==> src/rtl/ist_pkg.sv <==
package ist_pkg;

    localparam int OP_W   = 2;
    localparam int VAL_W  = 32;
    localparam int SIZE_W = 7;

    // operation codes carried on s_op
    localparam logic [OP_W-1:0] OP_ADD    = 2'd0;
    localparam logic [OP_W-1:0] OP_REMOVE = 2'd1;
    localparam logic [OP_W-1:0] OP_TEST   = 2'd2;

    // commands from the controller to the datapath
    typedef struct packed {
        logic clr_we;   // write an empty slot at the sweep address
        logic start;    // latch the input word, rewind the search
        logic scan_en;  // read the slot at the sweep address, advance
        logic commit;   // apply the update, load the result register
    } ist_cmd_t;

    // status from the datapath to the controller
    typedef struct packed {
        logic addr_last; // sweep address is at the last slot
    } ist_stat_t;

endpackage

==> src/rtl/integer_set_table_unit.sv <==
// Channel  Handshake           Word
// -------  ------------------  ----------------------------------------
// input    s_valid / s_ready   s_op, s_value
// result   m_valid / m_ready   m_ok, m_full_res, m_size, m_empty_res
//
// Each word passes through accept, one slot-memory read per slot, a drain
// step for the last compare, then the write-back and result load.
// After reset a clearing sweep empties the slot memory;
// s_ready stays low until it ends.
// A result waits in its register; the next word is accepted meanwhile and
// its write-back holds until the previous result has been taken.
module integer_set_table_unit #(
    parameter int SLOTS = 64
) (
    input  logic                             aclk,
    input  logic                             aresetn,
    input  logic                             s_valid,
    output logic                             s_ready,
    input  logic [ist_pkg::OP_W-1:0]         s_op,
    input  logic signed [ist_pkg::VAL_W-1:0] s_value,
    output logic                             m_valid,
    input  logic                             m_ready,
    output logic                             m_ok,
    output logic                             m_full_res,
    output logic [ist_pkg::SIZE_W-1:0]       m_size,
    output logic                             m_empty_res
);
    import ist_pkg::*;

    ist_cmd_t  cmd;
    ist_stat_t stat;

    // sequence the sweep, search and update
    ist_ctrl u_ctrl (
        .aclk    (aclk),
        .aresetn (aresetn),
        .s_valid (s_valid),
        .s_ready (s_ready),
        .m_valid (m_valid),
        .m_ready (m_ready),
        .cmd     (cmd),
        .stat    (stat)
    );

    // slot memory, search and result registers
    ist_dpath #(
        .SLOTS (SLOTS)
    ) u_dpath (
        .aclk        (aclk),
        .aresetn     (aresetn),
        .cmd         (cmd),
        .stat        (stat),
        .s_op        (s_op),
        .s_value     (s_value),
        .m_ok        (m_ok),
        .m_full_res  (m_full_res),
        .m_size      (m_size),
        .m_empty_res (m_empty_res)
    );

endmodule

==> src/rtl/ist_ctrl.sv <==
module ist_ctrl (
    input  logic              aclk,
    input  logic              aresetn,
    input  logic              s_valid,
    output logic              s_ready,
    output logic              m_valid,
    input  logic              m_ready,
    output ist_pkg::ist_cmd_t cmd,
    input  ist_pkg::ist_stat_t stat
);
    import ist_pkg::*;

    typedef enum logic [2:0] {
        ST_CLEAR,
        ST_IDLE,
        ST_SCAN,
        ST_DRAIN,
        ST_UPDATE
    } state_t;

    state_t state_reg;
    logic   m_valid_reg;
    logic   commit;

    // result register is free when empty or being taken this cycle
    assign commit  = (state_reg == ST_UPDATE) && (!m_valid_reg || m_ready);
    assign s_ready = (state_reg == ST_IDLE);
    assign m_valid = m_valid_reg;

    // decode commands from state
    always_comb begin
        cmd         = '0;
        cmd.clr_we  = (state_reg == ST_CLEAR);
        cmd.start   = (state_reg == ST_IDLE) && s_valid;
        cmd.scan_en = (state_reg == ST_SCAN);
        cmd.commit  = commit;
    end

    // sequence: clearing sweep, then accept, scan, drain, update
    always_ff @(posedge aclk) begin
        if (!aresetn) begin
            state_reg   <= ST_CLEAR;
            m_valid_reg <= 1'b0;
        end else begin
            if (commit) begin
                m_valid_reg <= 1'b1;
            end else if (m_ready) begin
                m_valid_reg <= 1'b0;
            end
            case (state_reg)
                ST_CLEAR: begin
                    if (stat.addr_last) state_reg <= ST_IDLE;
                end
                ST_IDLE: begin
                    if (s_valid) state_reg <= ST_SCAN;
                end
                ST_SCAN: begin
                    if (stat.addr_last) state_reg <= ST_DRAIN;
                end
                ST_DRAIN: begin
                    state_reg <= ST_UPDATE;
                end
                ST_UPDATE: begin
                    if (commit) state_reg <= ST_IDLE;
                end
                default: begin
                    state_reg <= ST_CLEAR;
                end
            endcase
        end
    end

endmodule

==> src/rtl/ist_dpath.sv <==
module ist_dpath #(
    parameter int SLOTS = 64
) (
    input  logic                         aclk,
    input  logic                         aresetn,
    input  ist_pkg::ist_cmd_t            cmd,
    output ist_pkg::ist_stat_t           stat,
    input  logic [ist_pkg::OP_W-1:0]     s_op,
    input  logic signed [ist_pkg::VAL_W-1:0] s_value,
    output logic                         m_ok,
    output logic                         m_full_res,
    output logic [ist_pkg::SIZE_W-1:0]   m_size,
    output logic                         m_empty_res
);
    import ist_pkg::*;

    localparam int AW = $clog2(SLOTS);
    localparam int CW = $clog2(SLOTS + 1);

    typedef struct packed {
        logic             vld;
        logic [VAL_W-1:0] val;
    } slot_t;

    slot_t slot_mem [SLOTS];

    logic [AW-1:0]    addr_reg;
    logic [AW-1:0]    rd_idx_reg;
    logic             rd_vld_reg;
    slot_t            rd_data_reg;
    logic [OP_W-1:0]  op_reg;
    logic [VAL_W-1:0] value_reg;
    logic             hit_reg;
    logic [AW-1:0]    hit_idx_reg;
    logic             free_reg;
    logic [AW-1:0]    free_idx_reg;
    logic [CW-1:0]    count_reg;
    logic [CW-1:0]    count_next;
    logic             ok_reg;
    logic             full_reg;
    logic [SIZE_W-1:0] size_reg;
    logic             empty_reg;

    logic             addr_last;
    logic             wr_en;
    logic [AW-1:0]    wr_addr;
    slot_t            wr_data;
    logic             do_add;
    logic             do_remove;
    logic             res_ok;
    logic             res_full;
    logic [CW+SIZE_W-1:0] size_ext;

    assign addr_last      = (addr_reg == AW'(SLOTS - 1));
    assign stat.addr_last = addr_last;

    // decide the update from the search outcome
    assign do_add    = (op_reg == OP_ADD) && !hit_reg && free_reg;
    assign do_remove = (op_reg == OP_REMOVE) && hit_reg;
    assign res_full  = (op_reg == OP_ADD) && !hit_reg && !free_reg;
    assign res_ok    = do_add || do_remove || ((op_reg == OP_TEST) && hit_reg);

    always_comb begin
        count_next = count_reg;
        if (do_add) begin
            count_next = count_reg + CW'(1);
        end else if (do_remove) begin
            count_next = count_reg - CW'(1);
        end
    end

    assign size_ext = {{SIZE_W{1'b0}}, count_next};

    // single write port: clearing sweep or commit
    always_comb begin
        wr_en   = 1'b0;
        wr_addr = addr_reg;
        wr_data = '0;
        if (cmd.clr_we) begin
            wr_en = 1'b1;
        end else if (cmd.commit && do_add) begin
            wr_en       = 1'b1;
            wr_addr     = free_idx_reg;
            wr_data.vld = 1'b1;
            wr_data.val = value_reg;
        end else if (cmd.commit && do_remove) begin
            wr_en   = 1'b1;
            wr_addr = hit_idx_reg;
        end
    end

    // slot memory, one write and one registered read per cycle
    always_ff @(posedge aclk) begin
        if (wr_en) begin
            slot_mem[wr_addr] <= wr_data;
        end
        rd_data_reg <= slot_mem[addr_reg];
        rd_idx_reg  <= addr_reg;
    end

    // sweep address and read-valid flag
    always_ff @(posedge aclk) begin
        if (!aresetn) begin
            addr_reg   <= '0;
            rd_vld_reg <= 1'b0;
        end else begin
            rd_vld_reg <= cmd.scan_en;
            if (cmd.clr_we || cmd.scan_en) begin
                addr_reg <= addr_last ? '0 : addr_reg + AW'(1);
            end
        end
    end

    // hold the input word, collect match and first free slot
    always_ff @(posedge aclk) begin
        if (!aresetn) begin
            hit_reg  <= 1'b0;
            free_reg <= 1'b0;
        end else if (cmd.start) begin
            hit_reg  <= 1'b0;
            free_reg <= 1'b0;
        end else if (rd_vld_reg) begin
            if (rd_data_reg.vld && (rd_data_reg.val == value_reg)) begin
                hit_reg <= 1'b1;
            end
            if (!rd_data_reg.vld && !free_reg) begin
                free_reg <= 1'b1;
            end
        end
    end

    always_ff @(posedge aclk) begin
        if (cmd.start) begin
            op_reg    <= s_op;
            value_reg <= s_value;
        end
        if (rd_vld_reg && rd_data_reg.vld && (rd_data_reg.val == value_reg)) begin
            hit_idx_reg <= rd_idx_reg;
        end
        if (rd_vld_reg && !rd_data_reg.vld && !free_reg) begin
            free_idx_reg <= rd_idx_reg;
        end
    end

    // element count
    always_ff @(posedge aclk) begin
        if (!aresetn) begin
            count_reg <= '0;
        end else if (cmd.commit) begin
            count_reg <= count_next;
        end
    end

    // result register
    always_ff @(posedge aclk) begin
        if (cmd.commit) begin
            ok_reg    <= res_ok;
            full_reg  <= res_full;
            size_reg  <= size_ext[SIZE_W-1:0];
            empty_reg <= (count_next == '0);
        end
    end

    assign m_ok        = ok_reg;
    assign m_full_res  = full_reg;
    assign m_size      = size_reg;
    assign m_empty_res = empty_reg;

endmodule
==> config.mk <==
export PLATFORM = sky130hd
export DESIGN_NAME = integer_set_table_unit
export DESIGN_NICKNAME = d
export VERILOG_FILES = /design/src/rtl/ist_pkg.sv /design/src/rtl/integer_set_table_unit.sv /design/src/rtl/ist_ctrl.sv /design/src/rtl/ist_dpath.sv
export SDC_FILE = /design/constraint.sdc
export NUM_CORES = 2
export LEC_CHECK = 0
export BUFFER_PORTS_ARGS = -buffer_cell sky130_fd_sc_hd__buf_2
export CAP_MARGIN = 20
export CORE_ASPECT_RATIO = 1.5
export CORE_MARGIN = 1
export CORE_UTILIZATION = 55
export CTS_BUF_LIST = sky130_fd_sc_hd__clkbuf_8
export CTS_CLUSTER_DIAMETER = 80
export DETAILED_ROUTE_END_ITERATION = 7
export GPL_TIMING_DRIVEN = 0
export PLACE_DENSITY = 0.71
export SLEW_MARGIN = 0
export SYNTH_ARGS = -nofsm -noshare
export SYNTH_HDL_FRONTEND = slang
export SYNTH_SLANG_ARGS = --single-unit
==> constraint.sdc <==
create_clock -name aclk -period 6.9 [get_ports aclk]
set_input_delay 0.345 -clock aclk [delete_from_list [all_inputs] [get_ports aclk]]
set_output_delay 0.345 -clock aclk [all_outputs]
set_load 0.01 [all_outputs]
==> flow_summary_export.csv <==
group,metric,value,unit
status,status,"complete, but fails checks",
status,failed_checks,"DRC",
synthesis,synthFlopType,"edfxtp_1",
final_layout,final_area,0.0984,mm²
timing,rsz0062_at_grt,"false",
clocking,ctsResizeCount,0,
worst_setup_path,r2r_start,"u_dpath.addr_reg[2]",
pwr,power.total,26.0,mW
worst_setup_path,critPathSlowestCell,"nor2_4",
clocking,numCtsBuffers,331,
worst_setup_path,cp_max_fo,18,
synthesis,syn_inst,3671,
route,wl,258000,µm
grt,grt-ovfl-total,0,
placement,gp_congestion,0.992,
pwr,p_leak,35.6,nW
clocking,hold_buffers,71,
worst_setup_path,worstSetupPathType,"flip-flop to flip-flop",
worst_setup_path,critical_path.max_stage_delay,0.95,ns
synthesis,synth.yosys.seq_area_share,0.777,
timing,worst_pin_slew,1.36,ns
die,core,0.154,mm²
worst_hold_path,hold_path.class,"primary input to flip-flop",
synthesis,synth_most_common_cell,"edfxtp_1",
grt,grtUsageTotal,0.336,
synthesis,synthDistinctLibCells,80,
timing,period_share,0.839,
synthesis,synth_commonest_cells,"2168 x edfxtp_1, 602 x mux4_2, 99 x nor2_1",
worst_setup_path,cp.arrival,6.48,ns
route,drtPass1Iterations,8,
worst_setup_path,required,7.59,ns
worst_setup_path,crit_start,"u_dpath.addr_reg[2]",
pwr,p_per_area,264,mW/mm²
final_layout,largest_reg_flops,2112,
die,die_y,484,µm
grt,grt_max_degree,65,
route,drtIter0Drc,7090,
timing,max_freq,173,MHz
die,rows,176,
clocking,post_cts.repair.setup_buffers,0,
worst_setup_path,cp-start-kind,"flip-flop",
timing,relSlewSlack,0.0846,
timing,clock_skew,0.0637,ns
timing,drv_slew,0,
placement,dp_slack,1.49,ns
synthesis,syn_nets,3712,
final_layout,synthToLayoutAreaGrowth,15.3,%
route,wl_per_cell,39.3,µm
grt,antenna_found_initial,14,
route,vias_per_cell,6.85,
run,max-cap-violations,0,
worst_setup_path,critPathBufInv,5,
worst_setup_path,crit_family,"buffers and inverters",
synthesis,synth_edf_count,2168,
synthesis,yosysWarnings,0,
pwr,irDropWorstVdd,171,µV
timing,hold_viol_final,0,
final_layout,drive_gt1_frac,0.325,
timing,worst_slack,1.11,ns
die,io_pins,50,
synthesis,synthArstFlopShare,0,
clocking,htreeDepth,5,
final_layout,nNetsFinal,4317,
clocking,cts_buffer_depth,4,
synthesis,yosysTopAreaCell,"edfxtp_1",
worst_hold_path,hp-start,"s_op[1]",
worst_setup_path,path_common_cell,"buf_2",
placement,dp_hpwl,172000,µm
timing,min_period,5.79,ns
placement,portBuffers,49,
clocking,clk_latency,1.07,ns
placement,placed_area,0.0916,mm²
route,vias,44958,
timing,finalSetupViolations,0,
die,start_util,0.555,
synthesis,ys_ff_latch,2227,
synthesis,synthTopCellsByArea,"edfxtp_1 76%, mux4_2 16%, dfxtp_1 1.4%",
route,antenna_left,0,
synthesis,netlist_area,0.0853,mm²
worst_setup_path,cp_cell_sequence,"buf_2 > buf_2 > buf_2 > clkbuf_1 > a21oi_1 > nand4b_1 > nor2_4 > buf_12",
clocking,clk_pin_slew,0.07,ns
clocking,cts.root.buffer_cell,"clkbuf_8",
final_layout,fillers,9930,
clocking,cts_sinks,2227,
synthesis,avgSynthCellArea,23.2,µm²
grt,grt_pass1_vias,44787,
clocking,cts_tree,"yes",
die,dieArea,0.157,mm²
route,drc,26,
worst_setup_path,end_kind,"flip-flop",
grt,grt_pass1_wl,350000,µm
synthesis,synth_top_cell_area_share,0.763,
die,die_w,324,µm
## through the flow
step,hold WS [ns],std cells,setup TNS (ns),utilization
2_1_floorplan,0.329,3671,0,-
3_3_place_gp,0.348,5767,-966.99,0.573
6_report,0.0672,6563,0,0.640
5_1_grt,0.0278,6560,0,0.640
3_5_place_dp,0.364,5914,0,0.596
4_1_cts,0.00708,6547,0,0.639
## final cells by class
| type | instances | area, µm² | share of cell area |
|---|---|---|---|
| inverters | 9 | 33.8 | 0.000343 |
| diodes | 11 | 27.5 | 0.000280 |
| plain buffers | 200 | 1050 | 0.0106 |
| clock inverters | 213 | 1090 | 0.0111 |
| repair buffers | 272 | 4040 | 0.0411 |
| well taps | 2047 | 2560 | 0.0260 |
| flip-flops and latches | 2227 | 66300 | 0.674 |
| clock buffers | 349 | 4800 | 0.0488 |
| multi-input cells | 1235 | 18500 | 0.188 |
## worst paths after layout
path / endpoint / slack, ns / cells past startpoint
hold / removal: u_dpath.op_reg[1] / 0.07 / 2
hold reg to reg: u_dpath.rd_idx_reg[1] / 0.35 / 0
setup reg to reg: u_dpath.slot_mem[46][13] / 1.11 / 8
setup / recovery: u_dpath.slot_mem[46][13] / 1.11 / 8
## per-layer routing
| metal | vias to the layer above | GRT usage | part of all wire |
|---|---|---|---|
| li1 | 16946 | - | - |
| met1 | 23185 | 0.391 | 0.31 |
| met2 | 3751 | 0.530 | 0.48 |
| met3 | 1066 | 0.106 | 0.13 |
| met4 | 10 | 0.233 | 0.086 |
| met5 | - | 0.00407 | 0.00043 |
## power breakdown
group | total [mW] | internal (mW) | leakage (nW) | switching (mW)
combinational | 1.36 | 0.476 | 7.64 | 0.880
clock | 9.85 | 4.95 | 3.34 | 4.90
sequential | 14.8 | 14.7 | 24.6 | 0.0549
total | 26.0 | 20.2 | 35.6 | 5.83
## cell usage in the layout, fill, tap and decap left out, drive strengths merged, types with 6 or more instances in the layout
cell type and n:
xnor2 11, nor4 11, nand4 7, clkbuf 409
bufinv 8, dfxtp 59, diode 11, and3 36
xor2 34, mux4 602, o221ai 15, and2 14
nor2 99, a221oi 6, dlygate4sd3 71, buf 341
nand2b 7, nor2b 7, a21oi 23, nor3 17
mux2i 75, a22o 6, mux2 16, a221o 9
edfxtp 2168, clkinv 111, a22oi 17, o22ai 25
inv 95, a211oi 7, clkinvlp 8, nand3 26
nand3b 7, o21ai 27, nand2 61
## logic make-up after synthesis
logic type / Yosys count / share of synthesized area
XOR/XNOR: 45 / 0.00462
adder cells (fa/ha/maj): 3 / 0.000440
AND/OR/NAND/NOR: 314 / 0.0189
buffers and inverters: 209 / 0.0127
multiplexers: 693 / 0.170
flip-flops: 2227 / 0.777
AO/OA/AOI/OAI: 180 / 0.0163
Power figures use the tool's default switching activity.
